===== src/hw/rtl/ata_pio_command_issuer_assert.svh =====
// assertion macros shared by the issuer rtl
`ifndef ATA_PIO_COMMAND_ISSUER_ASSERT_SVH
`define ATA_PIO_COMMAND_ISSUER_ASSERT_SVH

// same-cycle implication, clocked on clk, off while arst_n is low
`define APCI_ASSERT_NOW(lbl, ante, cons, msg) \
	lbl: assert property (@(posedge clk) disable iff (!arst_n) (ante) |-> (cons)) \
		else $error(msg);

// next-cycle implication, clocked on clk, off while arst_n is low
`define APCI_ASSERT_NEXT(lbl, ante, cons, msg) \
	lbl: assert property (@(posedge clk) disable iff (!arst_n) (ante) |=> (cons)) \
		else $error(msg);

`endif


===== src/hw/rtl/apci_pkg.sv =====
`default_nettype none

package apci_pkg;

	// field widths
	localparam int unsigned FUNC_W   = 2;
	localparam int unsigned SECTOR_W = 48;
	localparam int unsigned COUNT_W  = 32;
	localparam int unsigned IDX_W    = 3;
	localparam int unsigned VAL_W    = 8;
	localparam int unsigned STAT_W   = 3;
	localparam int unsigned CFG_IX_W = 2;
	localparam int unsigned CFG_D_W  = 48;

	localparam int unsigned APCI_CHUNK_MAX = 255;
	localparam logic [SECTOR_W:0] LBA28_LIMIT = 49'h0_0000_0FFF_FFFF;

	// request functions
	localparam logic [FUNC_W-1:0] FN_READ  = 2'd0;
	localparam logic [FUNC_W-1:0] FN_WRITE = 2'd1;
	localparam logic [FUNC_W-1:0] FN_NEXT  = 2'd2;
	localparam logic [FUNC_W-1:0] FN_FLUSH = 2'd3;

	// configuration register indexes
	localparam logic [CFG_IX_W-1:0] CFG_DEV_PRESENT = 2'd0;
	localparam logic [CFG_IX_W-1:0] CFG_CAPACITY    = 2'd1;
	localparam logic [CFG_IX_W-1:0] CFG_TRACK_SECT  = 2'd2;
	localparam logic [CFG_IX_W-1:0] CFG_HEAD_COUNT  = 2'd3;

	// task-file register indexes
	localparam logic [IDX_W-1:0] TF_DEVSEL  = 3'd0;
	localparam logic [IDX_W-1:0] TF_SECCNT  = 3'd1;
	localparam logic [IDX_W-1:0] TF_LBA_LO  = 3'd2;
	localparam logic [IDX_W-1:0] TF_LBA_MID = 3'd3;
	localparam logic [IDX_W-1:0] TF_LBA_HI  = 3'd4;
	localparam logic [IDX_W-1:0] TF_COMMAND = 3'd5;

	// result status codes
	localparam logic [STAT_W-1:0] ST_CHUNK   = 3'd0;
	localparam logic [STAT_W-1:0] ST_FINAL   = 3'd1;
	localparam logic [STAT_W-1:0] ST_NO_DEV  = 3'd2;
	localparam logic [STAT_W-1:0] ST_UNSUP   = 3'd3;
	localparam logic [STAT_W-1:0] ST_RANGE   = 3'd4;
	localparam logic [STAT_W-1:0] ST_IDLE    = 3'd5;
	localparam logic [STAT_W-1:0] ST_FLUSHED = 3'd6;

	// ata command and device bytes
	localparam logic [VAL_W-1:0] ATA_DEV_CHS   = 8'hB0;
	localparam logic [VAL_W-1:0] ATA_DEV_LBA   = 8'hF0;
	localparam logic [VAL_W-1:0] ATA_READ      = 8'h20;
	localparam logic [VAL_W-1:0] ATA_READ_EXT  = 8'h24;
	localparam logic [VAL_W-1:0] ATA_WRITE     = 8'h30;
	localparam logic [VAL_W-1:0] ATA_WRITE_EXT = 8'h34;
	localparam logic [VAL_W-1:0] ATA_FLUSH     = 8'hE7;
	localparam logic [VAL_W-1:0] ATA_FLUSH_EXT = 8'hEA;

	// micro-ops
	localparam int unsigned OP_W = 4;
	localparam logic [OP_W-1:0] OP_IDLE   = 4'd0;
	localparam logic [OP_W-1:0] OP_JUMP   = 4'd1;
	localparam logic [OP_W-1:0] OP_END    = 4'd2;
	localparam logic [OP_W-1:0] OP_LOAD   = 4'd3;
	localparam logic [OP_W-1:0] OP_CHUNK  = 4'd4;
	localparam logic [OP_W-1:0] OP_COMMIT = 4'd5;
	localparam logic [OP_W-1:0] OP_DIV1   = 4'd6;
	localparam logic [OP_W-1:0] OP_DIV2   = 4'd7;
	localparam logic [OP_W-1:0] OP_EMIT   = 4'd8;
	localparam logic [OP_W-1:0] OP_REPORT = 4'd9;

	// jump conditions
	localparam int unsigned COND_W = 4;
	localparam logic [COND_W-1:0] C_ALWAYS     = 4'd0;
	localparam logic [COND_W-1:0] C_FLUSH      = 4'd1;
	localparam logic [COND_W-1:0] C_NEXT       = 4'd2;
	localparam logic [COND_W-1:0] C_NO_DEV     = 4'd3;
	localparam logic [COND_W-1:0] C_NOT_ACTIVE = 4'd4;
	localparam logic [COND_W-1:0] C_CHS_BAD    = 4'd5;
	localparam logic [COND_W-1:0] C_RANGE      = 4'd6;
	localparam logic [COND_W-1:0] C_CNT_ZERO   = 4'd7;
	localparam logic [COND_W-1:0] C_IS_CHS     = 4'd8;
	localparam logic [COND_W-1:0] C_LBA28      = 4'd9;

	// emitted byte sources
	localparam int unsigned VSEL_W = 5;
	localparam logic [VSEL_W-1:0] V_ZERO   = 5'd0;
	localparam logic [VSEL_W-1:0] V_F0     = 5'd1;
	localparam logic [VSEL_W-1:0] V_N      = 5'd2;
	localparam logic [VSEL_W-1:0] V_S0     = 5'd3;
	localparam logic [VSEL_W-1:0] V_S1     = 5'd4;
	localparam logic [VSEL_W-1:0] V_S2     = 5'd5;
	localparam logic [VSEL_W-1:0] V_S3     = 5'd6;
	localparam logic [VSEL_W-1:0] V_S4     = 5'd7;
	localparam logic [VSEL_W-1:0] V_S5     = 5'd8;
	localparam logic [VSEL_W-1:0] V_DEV28  = 5'd9;
	localparam logic [VSEL_W-1:0] V_DEVCHS = 5'd10;
	localparam logic [VSEL_W-1:0] V_SEC    = 5'd11;
	localparam logic [VSEL_W-1:0] V_CYL_LO = 5'd12;
	localparam logic [VSEL_W-1:0] V_CYL_HI = 5'd13;
	localparam logic [VSEL_W-1:0] V_CMD28  = 5'd14;
	localparam logic [VSEL_W-1:0] V_CMD48  = 5'd15;
	localparam logic [VSEL_W-1:0] V_FLUSH  = 5'd16;

	// sectors_left sources
	localparam int unsigned LSEL_W = 2;
	localparam logic [LSEL_W-1:0] L_ZERO = 2'd0;
	localparam logic [LSEL_W-1:0] L_REM  = 2'd1;
	localparam logic [LSEL_W-1:0] L_LEFT = 2'd2;

	// program labels
	localparam int unsigned PC_W = 6;
	localparam logic [PC_W-1:0] P_IDLE      = 6'd0;
	localparam logic [PC_W-1:0] P_CHUNK     = 6'd9;
	localparam logic [PC_W-1:0] P_L28       = 6'd23;
	localparam logic [PC_W-1:0] P_CHS       = 6'd29;
	localparam logic [PC_W-1:0] P_NEXT      = 6'd37;
	localparam logic [PC_W-1:0] P_NODEV_END = 6'd41;
	localparam logic [PC_W-1:0] P_NODEV     = 6'd42;
	localparam logic [PC_W-1:0] P_UNSUP_END = 6'd43;
	localparam logic [PC_W-1:0] P_UNSUP     = 6'd44;
	localparam logic [PC_W-1:0] P_RANGE     = 6'd45;
	localparam logic [PC_W-1:0] P_EMPTY     = 6'd46;
	localparam logic [PC_W-1:0] P_IDLE_RPT  = 6'd47;
	localparam logic [PC_W-1:0] P_FLUSH     = 6'd48;

	typedef struct packed {
		logic [OP_W-1:0]   op;
		logic [COND_W-1:0] cond;
		logic [PC_W-1:0]   target;
		logic [IDX_W-1:0]  idx;
		logic [VSEL_W-1:0] vsel;
		logic [STAT_W-1:0] stat;
		logic [LSEL_W-1:0] lsel;
		logic              last;
	} ucode_t;

	// plain datapath step
	function automatic ucode_t u_op(input logic [OP_W-1:0] op);
		ucode_t w;
		w = '0;
		w.op = op;
		return w;
	endfunction

	// conditional jump
	function automatic ucode_t u_jmp(input logic [COND_W-1:0] cond,
			input logic [PC_W-1:0] target);
		ucode_t w;
		w = '0;
		w.op = OP_JUMP;
		w.cond = cond;
		w.target = target;
		return w;
	endfunction

	// task-file write item of a chunk
	function automatic ucode_t u_wr(input logic [IDX_W-1:0] idx,
			input logic [VSEL_W-1:0] vsel, input logic last);
		ucode_t w;
		w = '0;
		w.op = OP_EMIT;
		w.idx = idx;
		w.vsel = vsel;
		w.lsel = L_LEFT;
		w.last = last;
		return w;
	endfunction

	// task-file write item of a flush
	function automatic ucode_t u_fl(input logic [IDX_W-1:0] idx,
			input logic [VSEL_W-1:0] vsel, input logic last);
		ucode_t w;
		w = '0;
		w.op = OP_EMIT;
		w.idx = idx;
		w.vsel = vsel;
		w.stat = ST_FLUSHED;
		w.lsel = L_REM;
		w.last = last;
		return w;
	endfunction

	// single status item
	function automatic ucode_t u_rpt(input logic [STAT_W-1:0] stat);
		ucode_t w;
		w = '0;
		w.op = OP_REPORT;
		w.stat = stat;
		w.last = 1'b1;
		return w;
	endfunction

	// control store
	function automatic ucode_t ucode_rom(input logic [PC_W-1:0] pc);
		ucode_t w;
		case (pc)
			6'd0:  w = u_op(OP_IDLE);
			6'd1:  w = u_jmp(C_FLUSH, P_FLUSH);
			6'd2:  w = u_jmp(C_NEXT, P_NEXT);
			// start read / write
			6'd3:  w = u_op(OP_END);
			6'd4:  w = u_jmp(C_NO_DEV, P_NODEV);
			6'd5:  w = u_jmp(C_CHS_BAD, P_UNSUP);
			6'd6:  w = u_jmp(C_RANGE, P_RANGE);
			6'd7:  w = u_jmp(C_CNT_ZERO, P_EMPTY);
			6'd8:  w = u_op(OP_LOAD);
			// chunk issue
			6'd9:  w = u_op(OP_CHUNK);
			6'd10: w = u_op(OP_COMMIT);
			6'd11: w = u_jmp(C_IS_CHS, P_CHS);
			6'd12: w = u_jmp(C_LBA28, P_L28);
			// lba48
			6'd13: w = u_wr(TF_DEVSEL, V_F0, 1'b0);
			6'd14: w = u_wr(TF_SECCNT, V_ZERO, 1'b0);
			6'd15: w = u_wr(TF_LBA_LO, V_S3, 1'b0);
			6'd16: w = u_wr(TF_LBA_MID, V_S4, 1'b0);
			6'd17: w = u_wr(TF_LBA_HI, V_S5, 1'b0);
			6'd18: w = u_wr(TF_SECCNT, V_N, 1'b0);
			6'd19: w = u_wr(TF_LBA_LO, V_S0, 1'b0);
			6'd20: w = u_wr(TF_LBA_MID, V_S1, 1'b0);
			6'd21: w = u_wr(TF_LBA_HI, V_S2, 1'b0);
			6'd22: w = u_wr(TF_COMMAND, V_CMD48, 1'b1);
			// lba28
			6'd23: w = u_wr(TF_DEVSEL, V_DEV28, 1'b0);
			6'd24: w = u_wr(TF_SECCNT, V_N, 1'b0);
			6'd25: w = u_wr(TF_LBA_LO, V_S0, 1'b0);
			6'd26: w = u_wr(TF_LBA_MID, V_S1, 1'b0);
			6'd27: w = u_wr(TF_LBA_HI, V_S2, 1'b0);
			6'd28: w = u_wr(TF_COMMAND, V_CMD28, 1'b1);
			// chs
			6'd29: w = u_op(OP_DIV1);
			6'd30: w = u_op(OP_DIV2);
			6'd31: w = u_wr(TF_DEVSEL, V_DEVCHS, 1'b0);
			6'd32: w = u_wr(TF_SECCNT, V_N, 1'b0);
			6'd33: w = u_wr(TF_LBA_LO, V_SEC, 1'b0);
			6'd34: w = u_wr(TF_LBA_MID, V_CYL_LO, 1'b0);
			6'd35: w = u_wr(TF_LBA_HI, V_CYL_HI, 1'b0);
			6'd36: w = u_wr(TF_COMMAND, V_CMD28, 1'b1);
			// next chunk
			6'd37: w = u_jmp(C_NOT_ACTIVE, P_IDLE_RPT);
			6'd38: w = u_jmp(C_NO_DEV, P_NODEV_END);
			6'd39: w = u_jmp(C_CHS_BAD, P_UNSUP_END);
			6'd40: w = u_jmp(C_ALWAYS, P_CHUNK);
			// status reports
			6'd41: w = u_op(OP_END);
			6'd42: w = u_rpt(ST_NO_DEV);
			6'd43: w = u_op(OP_END);
			6'd44: w = u_rpt(ST_UNSUP);
			6'd45: w = u_rpt(ST_RANGE);
			6'd46: w = u_rpt(ST_FINAL);
			6'd47: w = u_rpt(ST_IDLE);
			// flush
			6'd48: w = u_jmp(C_NO_DEV, P_NODEV);
			6'd49: w = u_fl(TF_DEVSEL, V_F0, 1'b0);
			6'd50: w = u_fl(TF_COMMAND, V_FLUSH, 1'b1);
			default: w = u_jmp(C_ALWAYS, P_IDLE);
		endcase
		return w;
	endfunction

endpackage

`default_nettype wire


===== src/hw/rtl/apci_if.sv =====
`default_nettype none

// request channel
interface apci_req_if import apci_pkg::*; ();
	logic                valid;
	logic                ready;
	logic [FUNC_W-1:0]   func;
	logic [SECTOR_W-1:0] start_sector;
	logic [COUNT_W-1:0]  sector_count;

	modport source (output valid, output func, output start_sector, output sector_count,
		input ready);
	modport sink (input valid, input func, input start_sector, input sector_count,
		output ready);
endinterface

// result channel
interface apci_rsp_if import apci_pkg::*; ();
	logic               valid;
	logic               ready;
	logic               reg_write;
	logic [IDX_W-1:0]   reg_index;
	logic [VAL_W-1:0]   reg_value;
	logic [STAT_W-1:0]  status;
	logic [COUNT_W-1:0] sectors_left;
	logic               last;

	modport source (output valid, output reg_write, output reg_index, output reg_value,
		output status, output sectors_left, output last, input ready);
	modport sink (input valid, input reg_write, input reg_index, input reg_value,
		input status, input sectors_left, input last, output ready);
endinterface

// configuration write channel
interface apci_cfg_if import apci_pkg::*; ();
	logic                valid;
	logic                ready;
	logic [CFG_IX_W-1:0] index;
	logic [CFG_D_W-1:0]  data;

	modport source (output valid, output index, output data, input ready);
	modport sink (input valid, input index, input data, output ready);
endinterface

`default_nettype wire


===== src/hw/rtl/ata_pio_command_issuer.sv =====
// channel | role | payload
// req     | sink   | func, start_sector, sector_count
// rsp     | source | reg_write, reg_index, reg_value, status, sectors_left, last
// cfg     | sink   | index, data (always ready)
//
// one control step per cycle from the microcode table, but a divide step holds until
// its division is done; a request is taken only at the idle step. a chs chunk runs
// the shared 1-bit-per-cycle divider twice: sector by track_sectors, then the
// quotient by head_count.
// arst_n clears the step counter, active, writing, remaining, config and the result valid.
// an emit step holds while rsp is full and not taken; a new request may be taken
// while the last result still waits in the output register.
`default_nettype none

`include "ata_pio_command_issuer_assert.svh"

module ata_pio_command_issuer import apci_pkg::*; #(
	parameter int unsigned CHUNK_MAX = APCI_CHUNK_MAX
) (
	input  wire        clk,
	input  wire        arst_n,
	apci_req_if.sink   req,
	apci_rsp_if.source rsp,
	apci_cfg_if.sink   cfg
);

	localparam logic [VAL_W-1:0]   CHUNK_B  = VAL_W'(CHUNK_MAX);
	localparam logic [COUNT_W-1:0] CHUNK_C  = COUNT_W'(CHUNK_MAX);
	localparam int unsigned        DIV_LAST = SECTOR_W - 1;

	// sequencer
	logic [PC_W-1:0] pc_q;
	ucode_t          uw;

	// configuration
	logic                dev_present_q;
	logic [SECTOR_W-1:0] capacity_q;
	logic [VAL_W-1:0]    track_q;
	logic [4:0]          heads_q;

	// transfer state
	logic                active_q;
	logic                writing_q;
	logic [SECTOR_W-1:0] next_sector_q;
	logic [COUNT_W-1:0]  remaining_q;

	// latched request
	logic [FUNC_W-1:0]   func_q;
	logic [SECTOR_W-1:0] start_q;
	logic [COUNT_W-1:0]  count_q;

	// chunk working set
	logic [SECTOR_W-1:0] s_q;
	logic [VAL_W-1:0]    n_q;
	logic [COUNT_W-1:0]  left_q;
	logic [SECTOR_W:0]   sum_q;
	logic [VAL_W-1:0]    sec_q;

	// shared divider
	logic                div_run_q;
	logic [5:0]          div_cnt_q;
	logic [SECTOR_W-1:0] quo_q;
	logic [VAL_W-1:0]    rem_q;
	logic [VAL_W-1:0]    div_d_q;
	logic [VAL_W:0]      div_sh;
	logic                div_ge;
	logic [VAL_W:0]      div_diff;

	// output register
	logic               rsp_valid_q;
	logic               rsp_write_q;
	logic [IDX_W-1:0]   rsp_index_q;
	logic [VAL_W-1:0]   rsp_value_q;
	logic [STAT_W-1:0]  rsp_status_q;
	logic [COUNT_W-1:0] rsp_left_q;
	logic               rsp_last_q;

	logic               emit_ok;
	logic               emit_fire;
	logic               cond_hit;
	logic               is_chs;
	logic               chs_bad;
	logic [SECTOR_W:0]  req_end;
	logic [VAL_W-1:0]   emit_val;
	logic [COUNT_W-1:0] emit_left;
	logic [STAT_W-1:0]  emit_stat;
	logic [VAL_W-1:0]   n_next;

	assign uw = ucode_rom(pc_q);

	assign req.ready = (uw.op == OP_IDLE);
	assign cfg.ready = 1'b1;

	assign rsp.valid        = rsp_valid_q;
	assign rsp.reg_write    = rsp_write_q;
	assign rsp.reg_index    = rsp_index_q;
	assign rsp.reg_value    = rsp_value_q;
	assign rsp.status       = rsp_status_q;
	assign rsp.sectors_left = rsp_left_q;
	assign rsp.last         = rsp_last_q;

	assign emit_ok   = !rsp_valid_q || rsp.ready;
	assign emit_fire = (uw.op == OP_EMIT || uw.op == OP_REPORT) && emit_ok;

	// condition evaluation
	assign is_chs  = (capacity_q == '0);
	assign chs_bad = is_chs && (track_q == '0 || heads_q == '0);
	assign req_end = {1'b0, start_q} + {{(SECTOR_W + 1 - COUNT_W){1'b0}}, count_q};

	always_comb begin
		unique case (uw.cond)
			C_ALWAYS:     cond_hit = 1'b1;
			C_FLUSH:      cond_hit = (func_q == FN_FLUSH);
			C_NEXT:       cond_hit = (func_q == FN_NEXT);
			C_NO_DEV:     cond_hit = !dev_present_q;
			C_NOT_ACTIVE: cond_hit = !active_q;
			C_CHS_BAD:    cond_hit = chs_bad;
			C_RANGE:      cond_hit = !is_chs && (req_end > {1'b0, capacity_q});
			C_CNT_ZERO:   cond_hit = (count_q == '0);
			C_IS_CHS:     cond_hit = is_chs;
			C_LBA28:      cond_hit = (sum_q <= LBA28_LIMIT);
			default:      cond_hit = 1'b0;
		endcase
	end

	// emitted byte selection
	always_comb begin
		unique case (uw.vsel)
			V_ZERO:   emit_val = '0;
			V_F0:     emit_val = ATA_DEV_LBA;
			V_N:      emit_val = n_q;
			V_S0:     emit_val = s_q[7:0];
			V_S1:     emit_val = s_q[15:8];
			V_S2:     emit_val = s_q[23:16];
			V_S3:     emit_val = s_q[31:24];
			V_S4:     emit_val = s_q[39:32];
			V_S5:     emit_val = s_q[47:40];
			V_DEV28:  emit_val = ATA_DEV_LBA | {4'h0, s_q[27:24]};
			V_DEVCHS: emit_val = ATA_DEV_CHS | {4'h0, rem_q[3:0]};
			V_SEC:    emit_val = sec_q;
			V_CYL_LO: emit_val = quo_q[7:0];
			V_CYL_HI: emit_val = quo_q[15:8];
			V_CMD28:  emit_val = writing_q ? ATA_WRITE : ATA_READ;
			V_CMD48:  emit_val = writing_q ? ATA_WRITE_EXT : ATA_READ_EXT;
			V_FLUSH:  emit_val = (capacity_q[SECTOR_W-1:28] != '0) ? ATA_FLUSH_EXT : ATA_FLUSH;
			default:  emit_val = '0;
		endcase
	end

	// sectors_left and status selection
	always_comb begin
		unique case (uw.lsel)
			L_REM:   emit_left = remaining_q;
			L_LEFT:  emit_left = left_q;
			default: emit_left = '0;
		endcase
		if (uw.lsel == L_LEFT) begin
			emit_stat = (left_q == '0) ? ST_FINAL : ST_CHUNK;
		end else begin
			emit_stat = uw.stat;
		end
	end

	// chunk size
	assign n_next = (remaining_q > CHUNK_C) ? CHUNK_B : remaining_q[VAL_W-1:0];

	// restoring divider step
	assign div_sh   = {rem_q, quo_q[SECTOR_W-1]};
	assign div_diff = div_sh - {1'b0, div_d_q};
	assign div_ge   = (div_sh >= {1'b0, div_d_q});

	// configuration writes
	always_ff @(posedge clk or negedge arst_n) begin
		if (!arst_n) begin
			dev_present_q <= 1'b0;
			capacity_q    <= '0;
			track_q       <= '0;
			heads_q       <= '0;
		end else if (cfg.valid) begin
			unique case (cfg.index)
				CFG_DEV_PRESENT: dev_present_q <= cfg.data[0];
				CFG_CAPACITY:    capacity_q    <= cfg.data[SECTOR_W-1:0];
				CFG_TRACK_SECT:  track_q       <= cfg.data[VAL_W-1:0];
				CFG_HEAD_COUNT:  heads_q       <= cfg.data[4:0];
				default: ;
			endcase
		end
	end

	// sequencer and control state
	always_ff @(posedge clk or negedge arst_n) begin
		if (!arst_n) begin
			pc_q        <= P_IDLE;
			active_q    <= 1'b0;
			writing_q   <= 1'b0;
			remaining_q <= '0;
			div_run_q   <= 1'b0;
			div_cnt_q   <= '0;
			rsp_valid_q <= 1'b0;
		end else begin
			// output register fills on an emit, empties when taken
			if (emit_fire) begin
				rsp_valid_q <= 1'b1;
			end else if (rsp.ready) begin
				rsp_valid_q <= 1'b0;
			end
			unique case (uw.op)
				OP_IDLE: begin
					if (req.valid) begin
						pc_q <= pc_q + 1'b1;
					end
				end
				OP_JUMP: begin
					pc_q <= cond_hit ? uw.target : pc_q + 1'b1;
				end
				OP_END: begin
					active_q    <= 1'b0;
					remaining_q <= '0;
					pc_q        <= pc_q + 1'b1;
				end
				OP_LOAD: begin
					writing_q   <= (func_q == FN_WRITE);
					remaining_q <= count_q;
					active_q    <= 1'b1;
					pc_q        <= pc_q + 1'b1;
				end
				OP_CHUNK: begin
					pc_q <= pc_q + 1'b1;
				end
				OP_COMMIT: begin
					remaining_q <= left_q;
					if (left_q == '0) begin
						active_q <= 1'b0;
					end
					pc_q <= pc_q + 1'b1;
				end
				OP_DIV1, OP_DIV2: begin
					if (!div_run_q) begin
						div_run_q <= 1'b1;
						div_cnt_q <= '0;
					end else if (div_cnt_q == 6'(DIV_LAST)) begin
						div_run_q <= 1'b0;
						pc_q      <= pc_q + 1'b1;
					end else begin
						div_cnt_q <= div_cnt_q + 1'b1;
					end
				end
				OP_EMIT, OP_REPORT: begin
					if (emit_ok) begin
						pc_q <= uw.last ? P_IDLE : pc_q + 1'b1;
					end
				end
				default: pc_q <= P_IDLE;
			endcase
		end
	end

	// datapath registers
	always_ff @(posedge clk) begin
		if (uw.op == OP_IDLE && req.valid) begin
			func_q  <= req.func;
			start_q <= req.start_sector;
			count_q <= req.sector_count;
		end
		if (uw.op == OP_LOAD) begin
			next_sector_q <= start_q;
		end
		if (uw.op == OP_CHUNK) begin
			s_q    <= next_sector_q;
			n_q    <= n_next;
			left_q <= remaining_q - {{(COUNT_W - VAL_W){1'b0}}, n_next};
			sum_q  <= {1'b0, next_sector_q} + {{(SECTOR_W + 1 - VAL_W){1'b0}}, n_next};
		end
		if (uw.op == OP_COMMIT) begin
			next_sector_q <= sum_q[SECTOR_W-1:0];
		end
		// divider: s / track_sectors, then quotient / head_count
		if ((uw.op == OP_DIV1 || uw.op == OP_DIV2) && !div_run_q) begin
			quo_q   <= (uw.op == OP_DIV1) ? s_q : quo_q;
			div_d_q <= (uw.op == OP_DIV1) ? track_q : {3'b000, heads_q};
			rem_q   <= '0;
		end else if (div_run_q) begin
			quo_q <= {quo_q[SECTOR_W-2:0], div_ge};
			rem_q <= div_ge ? div_diff[VAL_W-1:0] : div_sh[VAL_W-1:0];
		end
		if (uw.op == OP_DIV2 && !div_run_q) begin
			sec_q <= rem_q + 1'b1;
		end
		// result item
		if (emit_fire) begin
			rsp_write_q  <= (uw.op == OP_EMIT);
			rsp_index_q  <= uw.idx;
			rsp_value_q  <= (uw.op == OP_EMIT) ? emit_val : '0;
			rsp_status_q <= emit_stat;
			rsp_left_q   <= emit_left;
			rsp_last_q   <= uw.last;
		end
	end

	// checks
	`APCI_ASSERT_NOW(a_div_only_in_div_step, div_run_q,
		(uw.op == OP_DIV1) || (uw.op == OP_DIV2), "divider running outside a divide step")
	`APCI_ASSERT_NOW(a_idle_has_no_remaining, !active_q, remaining_q == '0,
		"sectors remain while no transfer is active")
	`APCI_ASSERT_NOW(a_final_chunk_empty,
		rsp.valid && rsp.reg_write && (rsp.status == ST_FINAL), rsp.sectors_left == '0,
		"final chunk item reports sectors left")

endmodule

`default_nettype wire


===== src/flat_wrapper.sv =====
// flat-port wrapper written by rule: the top's interface ports become plain ports
module ata_pio_command_issuer_flat import apci_pkg::*;
#(
	parameter int unsigned CHUNK_MAX = APCI_CHUNK_MAX
)
  (clk, arst_n, req_valid, req_func, req_start_sector, req_sector_count, req_ready, rsp_valid, rsp_reg_write, rsp_reg_index, rsp_reg_value, rsp_status, rsp_sectors_left, rsp_last, rsp_ready, cfg_valid, cfg_index, cfg_data, cfg_ready);
  apci_req_if req_i ();
  apci_rsp_if rsp_i ();
  apci_cfg_if cfg_i ();
  input  wire clk;
  input  wire arst_n;
  input wire logic [$bits(req_i.valid)-1:0] req_valid;
  input wire logic [$bits(req_i.func)-1:0] req_func;
  input wire logic [$bits(req_i.start_sector)-1:0] req_start_sector;
  input wire logic [$bits(req_i.sector_count)-1:0] req_sector_count;
  output wire logic [$bits(req_i.ready)-1:0] req_ready;
  output wire logic [$bits(rsp_i.valid)-1:0] rsp_valid;
  output wire logic [$bits(rsp_i.reg_write)-1:0] rsp_reg_write;
  output wire logic [$bits(rsp_i.reg_index)-1:0] rsp_reg_index;
  output wire logic [$bits(rsp_i.reg_value)-1:0] rsp_reg_value;
  output wire logic [$bits(rsp_i.status)-1:0] rsp_status;
  output wire logic [$bits(rsp_i.sectors_left)-1:0] rsp_sectors_left;
  output wire logic [$bits(rsp_i.last)-1:0] rsp_last;
  input wire logic [$bits(rsp_i.ready)-1:0] rsp_ready;
  input wire logic [$bits(cfg_i.valid)-1:0] cfg_valid;
  input wire logic [$bits(cfg_i.index)-1:0] cfg_index;
  input wire logic [$bits(cfg_i.data)-1:0] cfg_data;
  output wire logic [$bits(cfg_i.ready)-1:0] cfg_ready;
  assign req_i.valid = req_valid;
  assign req_i.func = req_func;
  assign req_i.start_sector = req_start_sector;
  assign req_i.sector_count = req_sector_count;
  assign req_ready = req_i.ready;
  assign rsp_valid = rsp_i.valid;
  assign rsp_reg_write = rsp_i.reg_write;
  assign rsp_reg_index = rsp_i.reg_index;
  assign rsp_reg_value = rsp_i.reg_value;
  assign rsp_status = rsp_i.status;
  assign rsp_sectors_left = rsp_i.sectors_left;
  assign rsp_last = rsp_i.last;
  assign rsp_i.ready = rsp_ready;
  assign cfg_i.valid = cfg_valid;
  assign cfg_i.index = cfg_index;
  assign cfg_i.data = cfg_data;
  assign cfg_ready = cfg_i.ready;
  ata_pio_command_issuer #(.CHUNK_MAX(CHUNK_MAX)) u_core (.clk(clk), .arst_n(arst_n), .req(req_i), .rsp(rsp_i), .cfg(cfg_i));
endmodule

===== config.mk =====
export PLATFORM = sky130hd
export DESIGN_NAME = ata_pio_command_issuer_flat
export DESIGN_NICKNAME = d
export VERILOG_FILES = /design/src/hw/rtl/apci_pkg.sv /design/src/hw/rtl/apci_if.sv /design/src/hw/rtl/ata_pio_command_issuer.sv /design/src/flat_wrapper.sv
export VERILOG_INCLUDE_DIRS = /design/src /design/src/hw/rtl
export SDC_FILE = /design/constraint.sdc
export NUM_CORES = 1
export LEC_CHECK = 0
export ABC_CLOCK_PERIOD_IN_PS = 14000
export BUFFER_PORTS_ARGS = -buffer_cell sky130_fd_sc_hd__buf_2
export CAP_MARGIN = 20
export CORE_MARGIN = 1.5
export CORE_UTILIZATION = 43
export DETAILED_ROUTE_END_ITERATION = 12
export GPL_TIMING_DRIVEN = 0
export PLACE_DENSITY = 0.7
export SLEW_MARGIN = 20
export SYNTH_ARGS = -nofsm -noshare
export SYNTH_HDL_FRONTEND = slang
export SYNTH_SLANG_ARGS = --single-unit

===== constraint.sdc =====
create_clock -name clk -period 14 [get_ports clk]
set_input_delay 0.7 -clock clk [delete_from_list [all_inputs] [get_ports clk]]
set_output_delay 0.7 -clock clk [all_outputs]
set_load 0.005 [all_outputs]

==> run summary, run 1 <==
Status -> finished with violations
Violated checks -> design-rule violations
Worst hold path startpoint -> req_sector_count[0]
Share of cells above drive strength 1 -> 21.99%
Synthesized cell area -> 25,770 um2
Chip Height -> 247.8 um
Worst vdd ir -> 0.1689 mV
Initial antenna violation count -> 1
Multi-input gate area -> 10,740 um2
First-pass GRT wire length -> 113.6 mm
Vias per cell -> 5.967
Core ar. -> 59,130 um2
Hold Slack -> 0.2568 ns
Avg Inst Size Synth -> 12.24 um2
Clk root buf -> clkbuf_16
Yosys reg bits -> 497
Final setup fails -> 0
Net Sw Frac -> 39.02%
CP endpoint kind -> register
Max-cap violations -> 0
Final hold vios -> 0
RSZ-0062 raised after global routing -> false
P_sw -> 2.604 mW
Largest net degree at the start of global routing -> 76
Pre-antenna DRT Iters -> 10
Setup Buffers After CTS -> 0
Die Width -> 247.8 um
CTS tree -> yes
Power share of the clock group -> 21.9%
Clock Latency Late Sink -> 0.62 ns
Hpwl dp -> 57.58 mm
Worst R2R Setup Slack -> 7.29 ns
Post-Route WL -> 75.50 mm
Crit Path Max Fanout -> 8
Overflow after GRT -> 0
DR vias -> 18,980
Port bufs -> 186
Rel. slew slack -> 28.90%
DRC -> 8
Post-synth top flop -> edfxtp_1
Tightest Pin Transition -> 1.067 ns
EDFF count, synth -> 379
Combinational Power Share -> 40.2%
FF-to-FF End -> u_core.pc_q[0]
Reg2reg path depth -> 21
P&R area growth vs syn -> 15.52%
Data required time of the worst path -> 14.52 ns
Total track usage -> 24.54%
Flop pwr share -> 37.9%
Area share of the leading cell type in the synthesized netlist -> 44.17%
Area contributors post-synth -> edfxtp_1 (44%), dfrtp_1 (11%), mux2_2 (7.2%), ha_1 (5.3%), xnor2_1 (2.8%)
Avg WL per Cell -> 23.74 um
Final TNS setup -> 0 ns
Ys Warns -> 0
Worst Path Arrival -> 7.23 ns
Fill cell count -> 5,158
Row count -> 89
Ports -> 188
Final setup margin -> 7.291 ns
Final min period -> 6.709 ns
Clk buf depth -> 3
Slew Viols, Final -> 0
Register area share after synthesis -> 55.47%
Hold Path Cell Cnt -> 1
Fraction of registers with async set/reset -> 22.13%
Fmax -> 149.0 MHz
H-tree depth -> 2
Die ar. -> 61,400 um2
Clock sink count -> 497
Fin crit share -> 47.92%
Gp weighted congestion -> 0.9348
Vias in the first global route -> 18,630
Synth Instances -> 2,106
Distinct cell type count after synthesis -> 94
Setup WS pre-CTS -> 7.369 ns
Worst Setup Path Type -> reg2reg
Initial Utilization -> 43.58%
Clock slew seen by the registers of the worst setup and hold paths -> 0.06 ns
Worst Hold End -> u_core.count_q[0]
Internal power -> 4.070 mW
PwrDens -> 224.2 nW/um2
NumNets Final -> 2,609
Number of DRC markers in iteration 0 -> 2,010
Storage element area -> 14,290 um2
Leak Pwr -> 11.39 nW
End-of-flow core utilization -> 50.34%
CTS Buf Count -> 55
Post-DRT Antenna Nets -> 0
Largest area contributor in the netlist -> edfxtp_1
Startpoint Class -> register
Setup Skew -> 0.02211 ns
Worst r2r src -> u_core.count_q[2]
HP Class -> in2reg
Synthesized Nets -> 2,355
-- worst max path at each step --
stage / from / to / slack [ns] / depth (start not counted)
after floorplan: u_core.pc_q[1] / u_core.left_q[0] / 5.12 / 10
after global placement: u_core.pc_q[1] / u_core.s_q[38] / 1.25 / 8
after detailed placement: u_core.count_q[23] / u_core.pc_q[0] / 7.37 / 22
after CTS: u_core.count_q[23] / u_core.pc_q[0] / 7.32 / 22
after global routing: u_core.count_q[23] / u_core.pc_q[0] / 7.10 / 22
final: u_core.count_q[2] / u_core.pc_q[0] / 7.29 / 21
-- worst max-delay path, stage by stage, from the launching register on --
cell and delay (ns):
edfxtp_1 0.49, ha_1 0.40, a21oi_1 0.22, a32oi_1 0.26
o2111a_1 0.35, o31ai_1 0.48, a41oi_1 0.23, o21ai_0 0.21
nand2b_1 0.09, clkbuf_1 0.20, nand4_1 0.16, xnor2_1 0.09
ha_1 0.32, nand3_1 0.10, nor4_1 0.56, nand3_1 0.30
a221oi_1 0.54, a211oi_1 0.19, a21oi_1 0.76, o31ai_4 0.21
or3_1 0.40, o211ai_2 0.08
-- power by group through the flow --
stage / clock [mW] / combinational, mW / sequential (mW)
2_1_floorplan: 0 / 1.88 / 2.39
4_1_cts: 1.48 / 2.66 / 2.52
3_3_place_gp: 0 / 2.52 / 2.58
6_report: 1.46 / 2.69 / 2.53
3_5_place_dp: 0 / 2.64 / 2.55
5_1_grt: 1.54 / 2.95 / 2.56
-- registers in the layout, summed over array words and instances, names as in the netlist, 48 cells and up --
register	flops
u_core.capacity_q	48
u_core.next_sector_q	48
u_core.quo_q	48
u_core.s_q	48
u_core.start_q	48
u_core.sum_q	49
-- stage by stage --
step	total power [mW]	instances	area [um2]
after floorplan	4.275	2106	25770
after global placement	5.109	3065	27670
after detailed placement	5.186	3075	27920
after CTS	6.660	3179	29760
after global routing	7.051	3180	29770
final	6.674	3180	29770
-- layer usage --
layer | GRT usage (%) | share of wire [%]
met1 | 34.09 | 43
met2 | 39.21 | 47
met3 | 3.471 | 6.6
met4 | 8.752 | 3.4
met5 | 0 | 0
-- cell usage in the layout (no fill, tap or decap), types with 14 or more instances in the layout --
cell | synthesis | final
xor2_1 | 52 | 52
nand4_1 | 36 | 36
edfxtp_1 | 379 | 379
and3_1 | 22 | 22
xnor2_1 | 81 | 81
nor2_1 | 130 | 129
dfrtp_1 | 110 | 110
a21o_1 | 32 | 32
nor2b_1 | 19 | 18
nand2b_1 | 26 | 26
inv_1 | 95 | 95
clkbuf_1 | 48 | 61
a31oi_1 | 14 | 14
ha_1 | 109 | 109
clkbuf_16 | 0 | 58
nor4_1 | 46 | 44
buf_2 | 24 | 210
o21ai_0 | 66 | 66
nand3_1 | 58 | 58
nand2_1 | 105 | 105
nor3_1 | 27 | 27
mux2_2 | 165 | 165
a21oi_1 | 79 | 79
a22o_1 | 79 | 79
a22oi_1 | 44 | 44
-- kinds of logic (layout without fill, tap and decap cells) --
group                      Yosys count  after routing  synth area share, %
DFF                                497            497                55.47
adders and majority gates          112            112                5.526
and+or+nand+nor                    544            544                10.92
AOI/OAI and AO/OA                  449            449                12.52
buffers and inverters              185            485                3.001
xor gates and xnor gates           133            133                4.521
muxes                              185            185                8.027
other                                1              2              0.01455
-- what timing repair did --
item,CTS,global route
resized for setup,0,0
hold buffers,1,0
hold endpoints to repair,3,0
-- layout make-up --
type / count / area share [%]
diodes: 1 / 0.008407
plain buffers: 88 / 1.375
clock buffers: 79 / 5.410
clock inverters: 24 / 0.7272
inverters: 97 / 1.223
multi-input cells: 1424 / 36.08
flip-flops and latches: 497 / 48.02
well taps: 773 / 3.249
repair buffers: 197 / 3.905
-- Yosys cell counts (27+ instances only) --
cell and instances:
mux2_2 165, nor2_1 130, nor4_1 46, xor2_1 52, inv_1 95, nand4_1 36
edfxtp_1 379, clkbuf_1 48, a21o_1 32, a21oi_1 79, a22oi_1 44, nand2_1 105
nor3_1 27, o21ai_0 66, nand3_1 58, a22o_1 79, ha_1 109, dfrtp_1 110
xnor2_1 81
Power figures use the tool's default switching activity.
==> inputs of run 2 (changes only) <==
Settings changed: ABC_CLOCK_PERIOD_IN_PS 14000 to 5900, PLACE_DENSITY 0.7 to 0.72.
Clock period 14 ns to 5.9 ns, I/O delays scaled along.
==> run summary, run 2 (same netlist as run 1, synthesis figures left out) <==
Combinational Power Share -> 40.2% (about the same)
Number of DRC markers in iteration 0 -> 1,890 (-6.0%)
Final Non-Filler Cells -> 3,307 (+4.0%)
Initial antenna violation count -> 4 (+3)
Startpoint Class -> register
Worst vdd ir -> 0.3140 mV (+86%)
CTS Buf Count -> 54 (-1.8%)
Largest net degree at the start of global routing -> 76 (unchanged)
End-of-flow core utilization -> 52.74% (+2.4 points)
DRC -> 12 (+4)
Vias per cell -> 5.877 (-1.5%)
Most frequent cells in the layout -> edfxtp_1 (379), buf_2 (209), mux2_2 (165)
Max reg flops -> 49 (unchanged)
Crit Path Max Fanout -> 8 (unchanged)
Worst hold path startpoint -> cfg_data[7]
NumNets Final -> 2,737 (+4.9%)
Share of cells above drive strength 1 -> 21.33% (-0.66 points)
P_sw -> 6.230 mW (+140%)
Final setup fails -> 0 (unchanged)
Tightest Pin Transition -> 1.047 ns (-0.01946 ns)
Most common cell after layout, fill and taps aside -> edfxtp_1
RSZ-0062 raised after global routing -> false
Slew Viols, Final -> 0 (unchanged)
Rel. slew slack -> 30.20% (+1.3 points)
Clock slew seen by the registers of the worst setup and hold paths -> 0.07 ns (about the same)
Core ar. -> 59,130 um2 (unchanged)
Port bufs -> 186 (unchanged)
Overflow after GRT -> 0 (unchanged)
Leak Pwr -> 11.95 nW (+5.0%)
Clk buf depth -> 3 (unchanged)
Worst Path Arrival -> 6.22 ns (-1.01 ns)
PnR Total Power -> 16.04 mW (+140%)
First-pass GRT wire length -> 116.0 mm (+2.1%)
Gp weighted congestion -> 0.9527 (+1.9%)
Avg WL per Cell -> 23.22 um (-2.2%)
Vias in the first global route -> 19,470 (+4.5%)
Clock Latency Late Sink -> 0.62 ns (about the same)
HP Class -> in2reg
Ports -> 188 (unchanged)
Row count -> 89 (unchanged)
Hpwl dp -> 56.89 mm (-1.2%)
Die ar. -> 61,400 um2 (unchanged)
Status -> finished with violations
Fmax -> 175.8 MHz (+18%)
Flop pwr share -> 37.5% (-0.4 points)
Post-DRT Antenna Nets -> 0 (unchanged)
Post-Route WL -> 76.80 mm (+1.7%)
Total track usage -> 24.93% (+0.39 points)
Worst r2r src -> u_core.count_q[11]
Clock sink count -> 497 (unchanged)
Internal power -> 9.807 mW (+140%)
Clk root buf -> clkbuf_16
Final min period -> 5.688 ns (-1.021 ns)
PwrDens -> 514.3 nW/um2 (+130%)
Violated checks -> design-rule violations
Pre-antenna DRT Iters -> 10 (unchanged)
Initial Utilization -> 43.58% (unchanged)
Power share of the clock group -> 22.3% (+0.4 points)
CTS tree -> yes
CP endpoint kind -> register
Worst R2R Setup Slack -> 0.21 ns (-7.08 ns)
DR vias -> 19,440 (+2.4%)
CP startpoint -> u_core.count_q[11]
Worst Setup Path Type -> reg2reg
Final hold vios -> 0 (unchanged)
Most flop-heavy register -> u_core.sum_q
Chip Height -> 247.8 um (unchanged)
Max-cap violations -> 0 (unchanged)
Fin crit share -> 96.41% (+48 points)
H-tree depth -> 2 (unchanged)
P&R area growth vs syn -> 21.03%
Dpl cells -> 3,074 (-0.033%)
Net Sw Frac -> 38.85% (-0.17 points)
Die Width -> 247.8 um (unchanged)
Data required time of the worst path -> 6.44 ns (-8.08 ns)
Setup Skew -> 0.01778 ns (-0.004330 ns)
[run 2: changes by cell type in the layout (fill, tap and decap cells not counted), moves of 3 or more]
cell	previous run	this run
clkinv_1	2	8
clkbuf_1	61	50
nor4_1	44	41
clkbuf_16	58	55
clkbuf_8	8	3
dlygate4sd3_1	1	131
clkinvlp_4	0	4
bufinv_16	2	8
[run 2: path summary, 6_finish.rpt]
| path | endpoint | cells after the start |
|---|---|---|
| worst max-delay path | u_core.pc_q[0] | 21 |
| worst min-delay path | u_core.capacity_q[7] | 2 |
| worst max register to register | u_core.pc_q[0] | 21 |
| worst min register to register | u_core.s_q[45] | 0 |
| max in group asynchronous | u_core.capacity_q[30] | 3 |
| min in group asynchronous | u_core.dev_present_q | 2 |
[run 2: repair_timing]
| action | in CTS | in global routing |
|---|---|---|
| endpoints found under the hold margin | 184 | 0 |
| buffers inserted | 1 | 0 |
| hold buffers | 131 | 0 |
| gates resized for setup | 5 | 6 |
| endpoints found under the setup margin | 6 | 6 |
| pin swaps | 1 | 0 |
[run 2: critical path: stages (launching register included)]
cell and delay, ns:
edfxtp_1 0.53, ha_1 0.44, nand3_1 0.18, a2111oi_0 0.46
o31a_1 0.37, o21ai_0 0.16, o21ai_0 0.22, a21o_1 0.20
nand3_1 0.21, nor2_1 0.19, xor2_1 0.09, ha_1 0.34
nand4_1 0.19, nor4_4 0.38, nand3_2 0.20, a221oi_2 0.33
a211oi_1 0.15, a21oi_2 0.15, buf_4 0.19, o31ai_4 0.12
or3_1 0.40, o211ai_2 0.09
[run 2: cell type report]
| class | count | area (um2) |
|---|---|---|
| Fill cell | 4861 | 27950 |
| Sequential cell | 497 | 14290 |
| Multi-Input combinational cell | 1424 | 10800 |
| Timing Repair Buffer | 327 | 2481 |
| Clock buffer | 61 | 1429 |
| Tap cell | 773 | 967.2 |
| Clock inverter | 39 | 439.2 |
| Buffer | 87 | 405.4 |
| Inverter | 97 | 364.1 |
| Antenna cell | 2 | 5.005 |
[run 2: per-stage QoR]
stage	TNS [ns]	hold slack, ns	setup slack, ns	area (um2)
final	0	0.07568	0.2117	31180
after global placement	-253.25	0.4407	-0.8759	27670
after global routing	0	0.08303	0.008614	31180
after detailed placement	-4.040	0.2317	-0.8190	27930
after floorplan	0	-0.0005911	1.136	25770
after CTS	0	0.04694	0.07880	31150
[run 2: power groups by stage]
stage	logic [mW]	registers [mW]	clock network, mW
2_1_floorplan	4.47	5.66	0
3_3_place_gp	5.99	6.10	0
3_5_place_dp	6.23	6.04	0
4_1_cts	6.37	5.98	3.62
5_1_grt	7.10	6.08	3.75
6_report	6.45	6.01	3.57
[run 2: layer usage]
| metal | track usage [%] | part of all wire, % |
|---|---|---|
| met2 | 39.86 | 47 |
| met1 | 34.14 | 42 |
| met4 | 11.30 | 4.5 |
| met3 | 2.790 | 6.6 |
| met5 | 0 | 0.023 |
